`src/rtl/wsfd_pkg.sv`:
```
// Types and constants for the WebSocket frame deframer.
`timescale 1ns / 1ps
package wsfd_pkg;

    localparam int LEN_W  = 19;
    localparam int BYTE_W = 8;
    localparam int KEY_W  = 32;

    // Result kinds
    localparam logic [1:0] KIND_HEADER  = 2'd0;
    localparam logic [1:0] KIND_PAYLOAD = 2'd1;
    localparam logic [1:0] KIND_ERROR   = 2'd2;

    // Limit register reset value
    localparam logic [LEN_W-1:0] MAX_PAYLOAD_RST = 19'd262144;

    // Byte 1 length codes that announce an extended length
    localparam logic [6:0] L7_EXT16 = 7'd126;
    localparam logic [6:0] L7_EXT64 = 7'd127;

    // Header sizes in bytes and extended length byte counts
    localparam logic [3:0] HDR_SHORT = 4'd2;
    localparam logic [3:0] HDR_EXT16 = 4'd4;
    localparam logic [3:0] HDR_EXT64 = 4'd10;
    localparam logic [3:0] EXT16_BYTES = 4'd2;
    localparam logic [3:0] EXT64_BYTES = 4'd8;
    localparam logic [3:0] KEY_BYTES   = 4'd4;

    typedef struct packed {
        logic [1:0]        kind;
        logic              final_fragment;
        logic [3:0]        frame_opcode;
        logic              was_masked;
        logic [LEN_W-1:0]  payload_length;
        logic [LEN_W-1:0]  total_length;
        logic [BYTE_W-1:0] payload_byte;
        logic              last;
    } t_result;

endpackage

```
`src/rtl/wsfd_parser.sv`:
```
// Frame header parser and payload unmasker: one stream byte per accepted transfer.
`timescale 1ns / 1ps
module wsfd_parser
    import wsfd_pkg::*;
#(
    parameter int MAX_PAYLOAD_BOUND = 262144
) (
    input  logic              i_clk,
    input  logic              i_rst_n,
    input  logic              i_accept,
    input  logic [BYTE_W-1:0] i_byte,
    input  logic [LEN_W-1:0]  i_max_payload,
    output logic              o_emit,
    output t_result           o_res
);

    localparam int BOUND_W = $clog2(MAX_PAYLOAD_BOUND + 1);
    localparam int CMP_W   = (BOUND_W > LEN_W) ? BOUND_W : LEN_W;
    localparam logic [CMP_W-1:0] BOUND_V = CMP_W'(MAX_PAYLOAD_BOUND);

    // Parser phases
    localparam logic [2:0] PH_BYTE0   = 3'd0;
    localparam logic [2:0] PH_BYTE1   = 3'd1;
    localparam logic [2:0] PH_EXTLEN  = 3'd2;
    localparam logic [2:0] PH_MASK    = 3'd3;
    localparam logic [2:0] PH_PAYLOAD = 3'd4;
    localparam logic [2:0] PH_ERROR   = 3'd5;

    logic [2:0]       r_phase,    n_phase;
    logic             r_fin,      n_fin;
    logic [3:0]       r_opcode,   n_opcode;
    logic             r_mask,     n_mask;
    logic [LEN_W-1:0] r_len,      n_len;
    logic             r_len_big,  n_len_big;   // length bits above the field are set
    logic [3:0]       r_cnt,      n_cnt;
    logic [KEY_W-1:0] r_key,      n_key;
    logic [LEN_W-1:0] r_pos,      n_pos;
    logic [3:0]       r_hdr_size, n_hdr_size;
    logic             r_ext_long, n_ext_long;

    logic [LEN_W-1:0]  limit;
    logic              chk;
    logic              hdr;
    logic              over;
    logic              empty;
    logic [BYTE_W-1:0] key_byte;
    logic [3:0]        ext_needed;

    // Effective limit: the smaller of the register and the bound
    always_comb begin
        if (CMP_W'(i_max_payload) > BOUND_V) begin
            limit = BOUND_V[LEN_W-1:0];
        end else begin
            limit = i_max_payload;
        end
    end

    assign ext_needed = r_ext_long ? EXT64_BYTES : EXT16_BYTES;

    // Mask key byte for the current payload position, first key byte in the top bits
    always_comb begin
        case (r_pos[1:0])
            2'd0:    key_byte = r_key[31:24];
            2'd1:    key_byte = r_key[23:16];
            2'd2:    key_byte = r_key[15:8];
            default: key_byte = r_key[7:0];
        endcase
    end

    // Next state and result for the byte at the input
    always_comb begin
        n_phase    = r_phase;
        n_fin      = r_fin;
        n_opcode   = r_opcode;
        n_mask     = r_mask;
        n_len      = r_len;
        n_len_big  = r_len_big;
        n_cnt      = r_cnt;
        n_key      = r_key;
        n_pos      = r_pos;
        n_hdr_size = r_hdr_size;
        n_ext_long = r_ext_long;
        chk        = 1'b0;
        hdr        = 1'b0;
        over       = 1'b0;
        empty      = 1'b0;
        o_emit     = 1'b0;
        o_res      = '0;

        case (r_phase)
            PH_BYTE0: begin
                n_fin     = i_byte[7];
                n_opcode  = i_byte[3:0];
                n_mask    = 1'b0;
                n_len     = '0;
                n_len_big = 1'b0;
                n_cnt     = '0;
                n_pos     = '0;
                n_key     = '0;
                n_phase   = PH_BYTE1;
            end
            PH_BYTE1: begin
                n_mask    = i_byte[7];
                n_cnt     = '0;
                n_len     = '0;
                n_len_big = 1'b0;
                if (i_byte[6:0] == L7_EXT16) begin
                    n_ext_long = 1'b0;
                    n_hdr_size = HDR_EXT16;
                    n_phase    = PH_EXTLEN;
                end else if (i_byte[6:0] == L7_EXT64) begin
                    n_ext_long = 1'b1;
                    n_hdr_size = HDR_EXT64;
                    n_phase    = PH_EXTLEN;
                end else begin
                    n_ext_long = 1'b0;
                    n_hdr_size = HDR_SHORT;
                    n_len      = LEN_W'(i_byte[6:0]);
                    chk        = 1'b1;
                end
            end
            PH_EXTLEN: begin
                // big-endian shift in; bits leaving the low field go into the sticky flag
                n_len     = {r_len[LEN_W-BYTE_W-1:0], i_byte};
                n_len_big = r_len_big | (r_len[LEN_W-1:LEN_W-BYTE_W] != '0);
                n_cnt     = r_cnt + 4'd1;
                chk       = (n_cnt >= ext_needed);
            end
            PH_MASK: begin
                n_key = {r_key[KEY_W-BYTE_W-1:0], i_byte};
                n_cnt = r_cnt + 4'd1;
                hdr   = (n_cnt >= KEY_BYTES);
            end
            PH_PAYLOAD: begin
                n_pos                = r_pos + LEN_W'(1);
                o_emit               = 1'b1;
                o_res.kind           = KIND_PAYLOAD;
                o_res.final_fragment = r_fin;
                o_res.frame_opcode   = r_opcode;
                o_res.was_masked     = r_mask;
                o_res.payload_length = r_len;
                o_res.total_length   = LEN_W'(r_hdr_size) + (r_mask ? LEN_W'(4) : '0) + r_len;
                o_res.payload_byte   = i_byte ^ (r_mask ? key_byte : '0);
                o_res.last           = (n_pos >= r_len);
                if (o_res.last) begin
                    n_phase = PH_BYTE0;
                end
            end
            PH_ERROR: begin
                // discard everything until reset
            end
            default: begin
                n_phase = r_phase;
            end
        endcase

        // Length known: limit check, then mask key or header
        if (chk) begin
            over = n_len_big | (n_len > limit);
            if (over) begin
                o_emit               = 1'b1;
                o_res.kind           = KIND_ERROR;
                o_res.final_fragment = n_fin;
                o_res.frame_opcode   = n_opcode;
                o_res.was_masked     = n_mask;
                o_res.payload_length = '1;
                n_phase              = PH_ERROR;
            end else if (n_mask) begin
                n_cnt   = '0;
                n_key   = '0;
                n_phase = PH_MASK;
            end else begin
                hdr = 1'b1;
            end
        end

        // Header complete
        if (hdr) begin
            empty                = (n_len == '0);
            n_pos                = '0;
            n_phase              = empty ? PH_BYTE0 : PH_PAYLOAD;
            o_emit               = 1'b1;
            o_res.kind           = KIND_HEADER;
            o_res.final_fragment = n_fin;
            o_res.frame_opcode   = n_opcode;
            o_res.was_masked     = n_mask;
            o_res.payload_length = n_len;
            o_res.total_length   = LEN_W'(n_hdr_size) + (n_mask ? LEN_W'(4) : '0) + n_len;
            o_res.last           = empty;
        end
    end

    // Parser state
    always_ff @(posedge i_clk) begin
        if (!i_rst_n) begin
            r_phase    <= PH_BYTE0;
            r_fin      <= 1'b0;
            r_opcode   <= '0;
            r_mask     <= 1'b0;
            r_len      <= '0;
            r_len_big  <= 1'b0;
            r_cnt      <= '0;
            r_key      <= '0;
            r_pos      <= '0;
            r_hdr_size <= HDR_SHORT;
            r_ext_long <= 1'b0;
        end else if (i_accept) begin
            r_phase    <= n_phase;
            r_fin      <= n_fin;
            r_opcode   <= n_opcode;
            r_mask     <= n_mask;
            r_len      <= n_len;
            r_len_big  <= n_len_big;
            r_cnt      <= n_cnt;
            r_key      <= n_key;
            r_pos      <= n_pos;
            r_hdr_size <= n_hdr_size;
            r_ext_long <= n_ext_long;
        end
    end

endmodule

```
`src/rtl/wsfd_obuf.sv`:
```
// Result register with a skid entry so the input keeps flowing under output stall until the skid entry holds a result.
`timescale 1ns / 1ps
module wsfd_obuf
    import wsfd_pkg::*;
(
    input  logic    i_clk,
    input  logic    i_rst_n,
    input  logic    i_res_valid,
    input  t_result i_res,
    output logic    o_full,
    output logic    o_out_valid,
    input  logic    i_out_stall,
    output t_result o_out
);

    logic    r_out_valid,  n_out_valid;
    logic    r_skid_valid, n_skid_valid;
    t_result r_out,        n_out;
    t_result r_skid,       n_skid;
    logic    out_free;

    assign out_free = !r_out_valid || !i_out_stall;

    // Output slot refills from the skid entry first, then from a new result
    always_comb begin
        n_out_valid  = r_out_valid;
        n_skid_valid = r_skid_valid;
        n_out        = r_out;
        n_skid       = r_skid;
        if (out_free) begin
            if (r_skid_valid) begin
                n_out_valid  = 1'b1;
                n_out        = r_skid;
                n_skid_valid = i_res_valid;
                n_skid       = i_res;
            end else begin
                n_out_valid = i_res_valid;
                n_out       = i_res;
            end
        end else if (i_res_valid) begin
            n_skid_valid = 1'b1;
            n_skid       = i_res;
        end
    end

    always_ff @(posedge i_clk) begin
        if (!i_rst_n) begin
            r_out_valid  <= 1'b0;
            r_skid_valid <= 1'b0;
        end else begin
            r_out_valid  <= n_out_valid;
            r_skid_valid <= n_skid_valid;
        end
    end

    always_ff @(posedge i_clk) begin
        r_out  <= n_out;
        r_skid <= n_skid;
    end

    assign o_full      = r_skid_valid;
    assign o_out_valid = r_out_valid;
    assign o_out       = r_out;

endmodule

```
`src/rtl/websocket_frame_deframer.sv`:
```
// A completed result is registered in the output register or its skid entry.
// Throughput: one stream byte per cycle unless stalled, a single parser pass per byte.
// Input stall rises only when both the result register and its skid entry hold results.
// Reset (synchronous, active low) returns the parser to the first header byte,
// clears the result and skid valids and restores max_payload to 262144.
`timescale 1ns / 1ps
module websocket_frame_deframer
    import wsfd_pkg::*;
#(
    parameter int MAX_PAYLOAD_BOUND = 262144
) (
    input  logic              i_clk,
    input  logic              i_rst_n,
    // configuration write channel
    input  logic              i_cfg_valid,
    output logic              o_cfg_ready,
    input  logic [LEN_W-1:0]  i_cfg_data,
    // stream input
    input  logic              i_in_valid,
    output logic              o_in_stall,
    input  logic [BYTE_W-1:0] i_stream_byte,
    // results
    output logic              o_out_valid,
    input  logic              i_out_stall,
    output logic [1:0]        o_kind,
    output logic              o_final_fragment,
    output logic [3:0]        o_frame_opcode,
    output logic              o_was_masked,
    output logic [LEN_W-1:0]  o_payload_length,
    output logic [LEN_W-1:0]  o_total_length,
    output logic [BYTE_W-1:0] o_payload_byte,
    output logic              o_last
);

    logic [LEN_W-1:0] r_max_payload;
    logic             full;
    logic             accept;
    logic             emit;
    t_result          res;
    t_result          out;

    // Limit register
    assign o_cfg_ready = 1'b1;

    always_ff @(posedge i_clk) begin
        if (!i_rst_n) begin
            r_max_payload <= MAX_PAYLOAD_RST;
        end else if (i_cfg_valid && o_cfg_ready) begin
            r_max_payload <= i_cfg_data;
        end
    end

    // Input transfer
    assign o_in_stall = full;
    assign accept     = i_in_valid && !full;

    wsfd_parser #(
        .MAX_PAYLOAD_BOUND(MAX_PAYLOAD_BOUND)
    ) u_parser (
        .i_clk         (i_clk),
        .i_rst_n       (i_rst_n),
        .i_accept      (accept),
        .i_byte        (i_stream_byte),
        .i_max_payload (r_max_payload),
        .o_emit        (emit),
        .o_res         (res)
    );

    wsfd_obuf u_obuf (
        .i_clk       (i_clk),
        .i_rst_n     (i_rst_n),
        .i_res_valid (accept && emit),
        .i_res       (res),
        .o_full      (full),
        .o_out_valid (o_out_valid),
        .i_out_stall (i_out_stall),
        .o_out       (out)
    );

    assign o_kind           = out.kind;
    assign o_final_fragment = out.final_fragment;
    assign o_frame_opcode   = out.frame_opcode;
    assign o_was_masked     = out.was_masked;
    assign o_payload_length = out.payload_length;
    assign o_total_length   = out.total_length;
    assign o_payload_byte   = out.payload_byte;
    assign o_last           = out.last;

endmodule

```
`config.mk`:
```
export PLATFORM = sky130hd
export DESIGN_NAME = websocket_frame_deframer
export DESIGN_NICKNAME = d
export VERILOG_FILES = /design/src/rtl/wsfd_pkg.sv /design/src/rtl/wsfd_parser.sv /design/src/rtl/wsfd_obuf.sv /design/src/rtl/websocket_frame_deframer.sv
export SDC_FILE = /design/constraint.sdc
export NUM_CORES = 1
export LEC_CHECK = 0
export BUFFER_PORTS_ARGS = -buffer_cell sky130_fd_sc_hd__buf_2
export CAP_MARGIN = 20
export CORE_ASPECT_RATIO = 1.5
export CORE_UTILIZATION = 40
export CTS_CLUSTER_SIZE = 16
export DETAILED_ROUTE_END_ITERATION = 8
export PLACE_DENSITY_LB_ADDON = 0.08
export SYNTH_ARGS = -nofsm -noshare
export SYNTH_HDL_FRONTEND = slang
export SYNTH_SLANG_ARGS = --single-unit
```
`constraint.sdc`:
```
create_clock -name i_clk -period 17.2 [get_ports i_clk]
set_input_delay 3.44 -clock i_clk [delete_from_list [all_inputs] [get_ports i_clk]]
set_output_delay 3.44 -clock i_clk [all_outputs]
set_load 0.02 [all_outputs]
```
==> flow_summary.ini <==
[run_status]
status = complete, no violations

[yosys]
ys_async_sr_fraction_pct = 0
synth_nets = 1373
synth_seq_cells = 220
syn_area_um2 = 12100
syn-mean-instance-area_um2 = 9.46
synth_warnings = 0
synthCells = 1278
synthFlopType = edfxtp_1
synth_edf_count = 110
synth_seq_area_share_pct = 45.5
yosysUniqueCellTypes = 76

[placement]
gp_congestion = 0.920
pre_cts_slack_ns = 9.29
place.port_buffers = 88
placed_area_um2 = 12800
hpwl_um = 24800

[floorplan]
dieArea_um2 = 30900
start_util_pct = 40.9
ios = 90
num_rows = 77
coreArea_um2 = 29600
die_x_um = 144
dieHeight_um = 215

[clock_network]
path_clk_slew_ns = 0.06
cts_buffers = 23
cts_tree = built
cts_buffer_depth = 3
cts_hold_buf = 0
worstSkewPairLatency_ns = 0.54
htree_levels = 1
clock-root-buffer = clkbuf_16
clock_sinks = 220
post_cts_resized = 0
cts_setup_buffers = 0

[worst_setup_path]
crit_arrival_ns = 7.61
cpPeakStageDelay_ns = 0.52
cp_top_family = compound AO/OA/AOI/OAI gates
critPathSlowestCell = a2111oi_0
crit_path_max_fanout = 50
crit_buf_inv = 4
cp.required_ns = 17.39
cpMostUsedCell = a21oi_1
cp-start-kind = input port
crit_chain = buf_2 -> nand4_1 -> o211ai_1 -> a21oi_1 -> a22oi_1 -> inv_1 -> ha_1 -> a21oi_1 -> a211oi_1 -> a2111oi_0 -> o211a_1 -> nand4_1 -> a21oi_1 -> buf_4 -> o31ai_4 -> buf_4
worstSetupEndpointType = flip-flop
worstSetupPathType = input port to flip-flop

[power_and_ir_drop]
p_leak_nw = 5.43
powerDensity_nw_per_um2 = 99.5
ir_drop_uv = 74.0
finalPower_mw = 1.36

[drt]
via_count = 9887
drt-wirelength-per-cell_um = 20.4
viasPerCell = 5.71
drc_errors = 0
drt_first_pass_iters = 5
drtIter0Drc = 580
antenna_left = 0
finalWirelength_um = 35300

[layout]
layout.nets = 1416
final_cell_mix = 147 x nand2_1, 110 x edfxtp_1, 109 x dfxtp_1, 104 x nor2_1, 88 x buf_2
diodes = 0
nFillCells = 2916
finish.instance_area_um2 = 13700
seq_area_um2 = 5510
drive_gt1_share_pct = 12.9
area_delta_synth_final_pct = 13.4
mostFrequentLayoutCell = nand2_1
multi_input_area_um2 = 6040

[sta]
period_share_pct = 43.1
period_needed_ns = 7.42
drv_slew = 0
timing.slew.headroom_pct = 36.5
timing.final.hold_violations = 0
setup_violations = 0
fmax_ghz = 0.135
hold_ws_ns = 0.474
fin_ws_ns = 9.78
worstMarginPinSlew_ns = 0.953
clock_skew_ns = 0.0199
rsz0062_at_grt = false
finalSetupTns_ns = 0

[grt]
antenna_found_initial = 0
grt_pass1_wl_um = 55100
grt_overflow = 0
first_global_vias = 9524
grtUsageTotal_pct = 23.1
grt_max_degree = 83

[min_path]
hold_class = flip-flop to flip-flop

[run]
maxCapViolations = 0
==> cells in the mapped netlist, drive strengths merged, types with 8 or more instances <==
| master | instances | area [µm²] |
|---|---|---|
| dfxtp | 110 | 2200 |
| buf | 20 | 96.4 |
| and3 | 14 | 87.6 |
| mux2i | 18 | 180 |
| clkbuf | 73 | 274 |
| xnor2 | 30 | 263 |
| nor4 | 17 | 106 |
| ha | 59 | 738 |
| and2 | 9 | 56.3 |
| nand3 | 46 | 230 |
| nor2b | 12 | 75.1 |
| a21o | 14 | 105 |
| a211oi | 25 | 188 |
| a222oi | 8 | 80.1 |
| o21ai | 51 | 255 |
| nor3 | 15 | 75.1 |
| a221oi | 23 | 201 |
| xor2 | 22 | 193 |
| nor3b | 8 | 60.1 |
| nand4 | 25 | 163 |
| or2 | 8 | 50.1 |
| nand2b | 9 | 63.8 |
| nor2 | 104 | 390 |
| o31ai | 30 | 230 |
| nand2 | 148 | 556 |
| a31oi | 14 | 87.6 |
| inv | 51 | 191 |
| edfxtp | 110 | 3300 |
| a22o | 36 | 315 |
| a21oi | 74 | 378 |
==> final cells by class <==
cell class / instances / share of cell area [%]
inverters: 54 / 1.48
multi-input cells: 911 / 44.1
flip-flops and latches: 220 / 40.2
well taps: 395 / 3.61
clock inverters: 15 / 1.54
clock buffers: 27 / 4.53
repair buffers: 111 / 4.62
==> cells by family (layout without fill, tap and decap cells) <==
logic type	after synthesis	after routing	share of synthesized area [%]
and+or+nand+nor	424	424	16.5
muxes	19	19	1.58
buffers and inverters	147	207	4.74
other	1	1	0.0310
DFF	220	220	45.5
adders and majority gates	63	63	6.77
xor gates and xnor gates	52	52	3.77
AOI/OAI and AO/OA	352	352	21.1
==> stage by stage <==
step,std cells,utilization (%)
final,1733,46.3
after CTS,1732,46.3
after detailed placement,1690,43.4
after floorplan,1278,-
after global routing,1733,46.3
after global placement,1689,43.4
==> path summary, 6_finish.rpt <==
check                            from                  to  slack, ns  cells after the start
setup / recovery     i_stream_byte[3]   u_obuf.r_skid[43]       9.78                     16
hold / removal     u_parser.r_key[27]  u_parser.r_key[27]       0.47                      1
setup reg to reg  u_parser.r_phase[0]   u_obuf.r_skid[43]      12.30                     13
hold reg to reg    u_parser.r_key[27]  u_parser.r_key[27]       0.47                      1
==> layer usage <==
metal / vias to the layer above / part of all wire, % / global-route usage, %
met1: 4738 / 44 / 30.2
met4: 0 / 3.8 / 9.86
li1: 4846 / - / -
met3: 62 / 3.9 / 2.79
met2: 241 / 48 / 38.1
met5: - / 0 / 0
==> registers in the layout, indices dropped and copies added, names as in the netlist, 3 cells and up <==
signal / count
u_parser.r_pos: 19
u_parser.r_phase: 3
u_parser.r_key: 32
u_parser.r_hdr_size: 4
u_obuf.o_out: 55
u_obuf.r_skid: 55
u_parser.r_opcode: 4
u_parser.r_len: 19
u_parser.r_cnt: 4
r_max_payload: 19
==> power breakdown <==
| group | switching, mW | internal, mW | leakage, nW |
|---|---|---|---|
| logic | 0.148 | 0.0678 | 2.96 |
| clock network | 0.215 | 0.334 | 0.405 |
| registers | 0.0170 | 0.583 | 2.06 |
| total | 0.380 | 0.984 | 5.43 |
No activity file was read; power rests on OpenSTA's default activity.
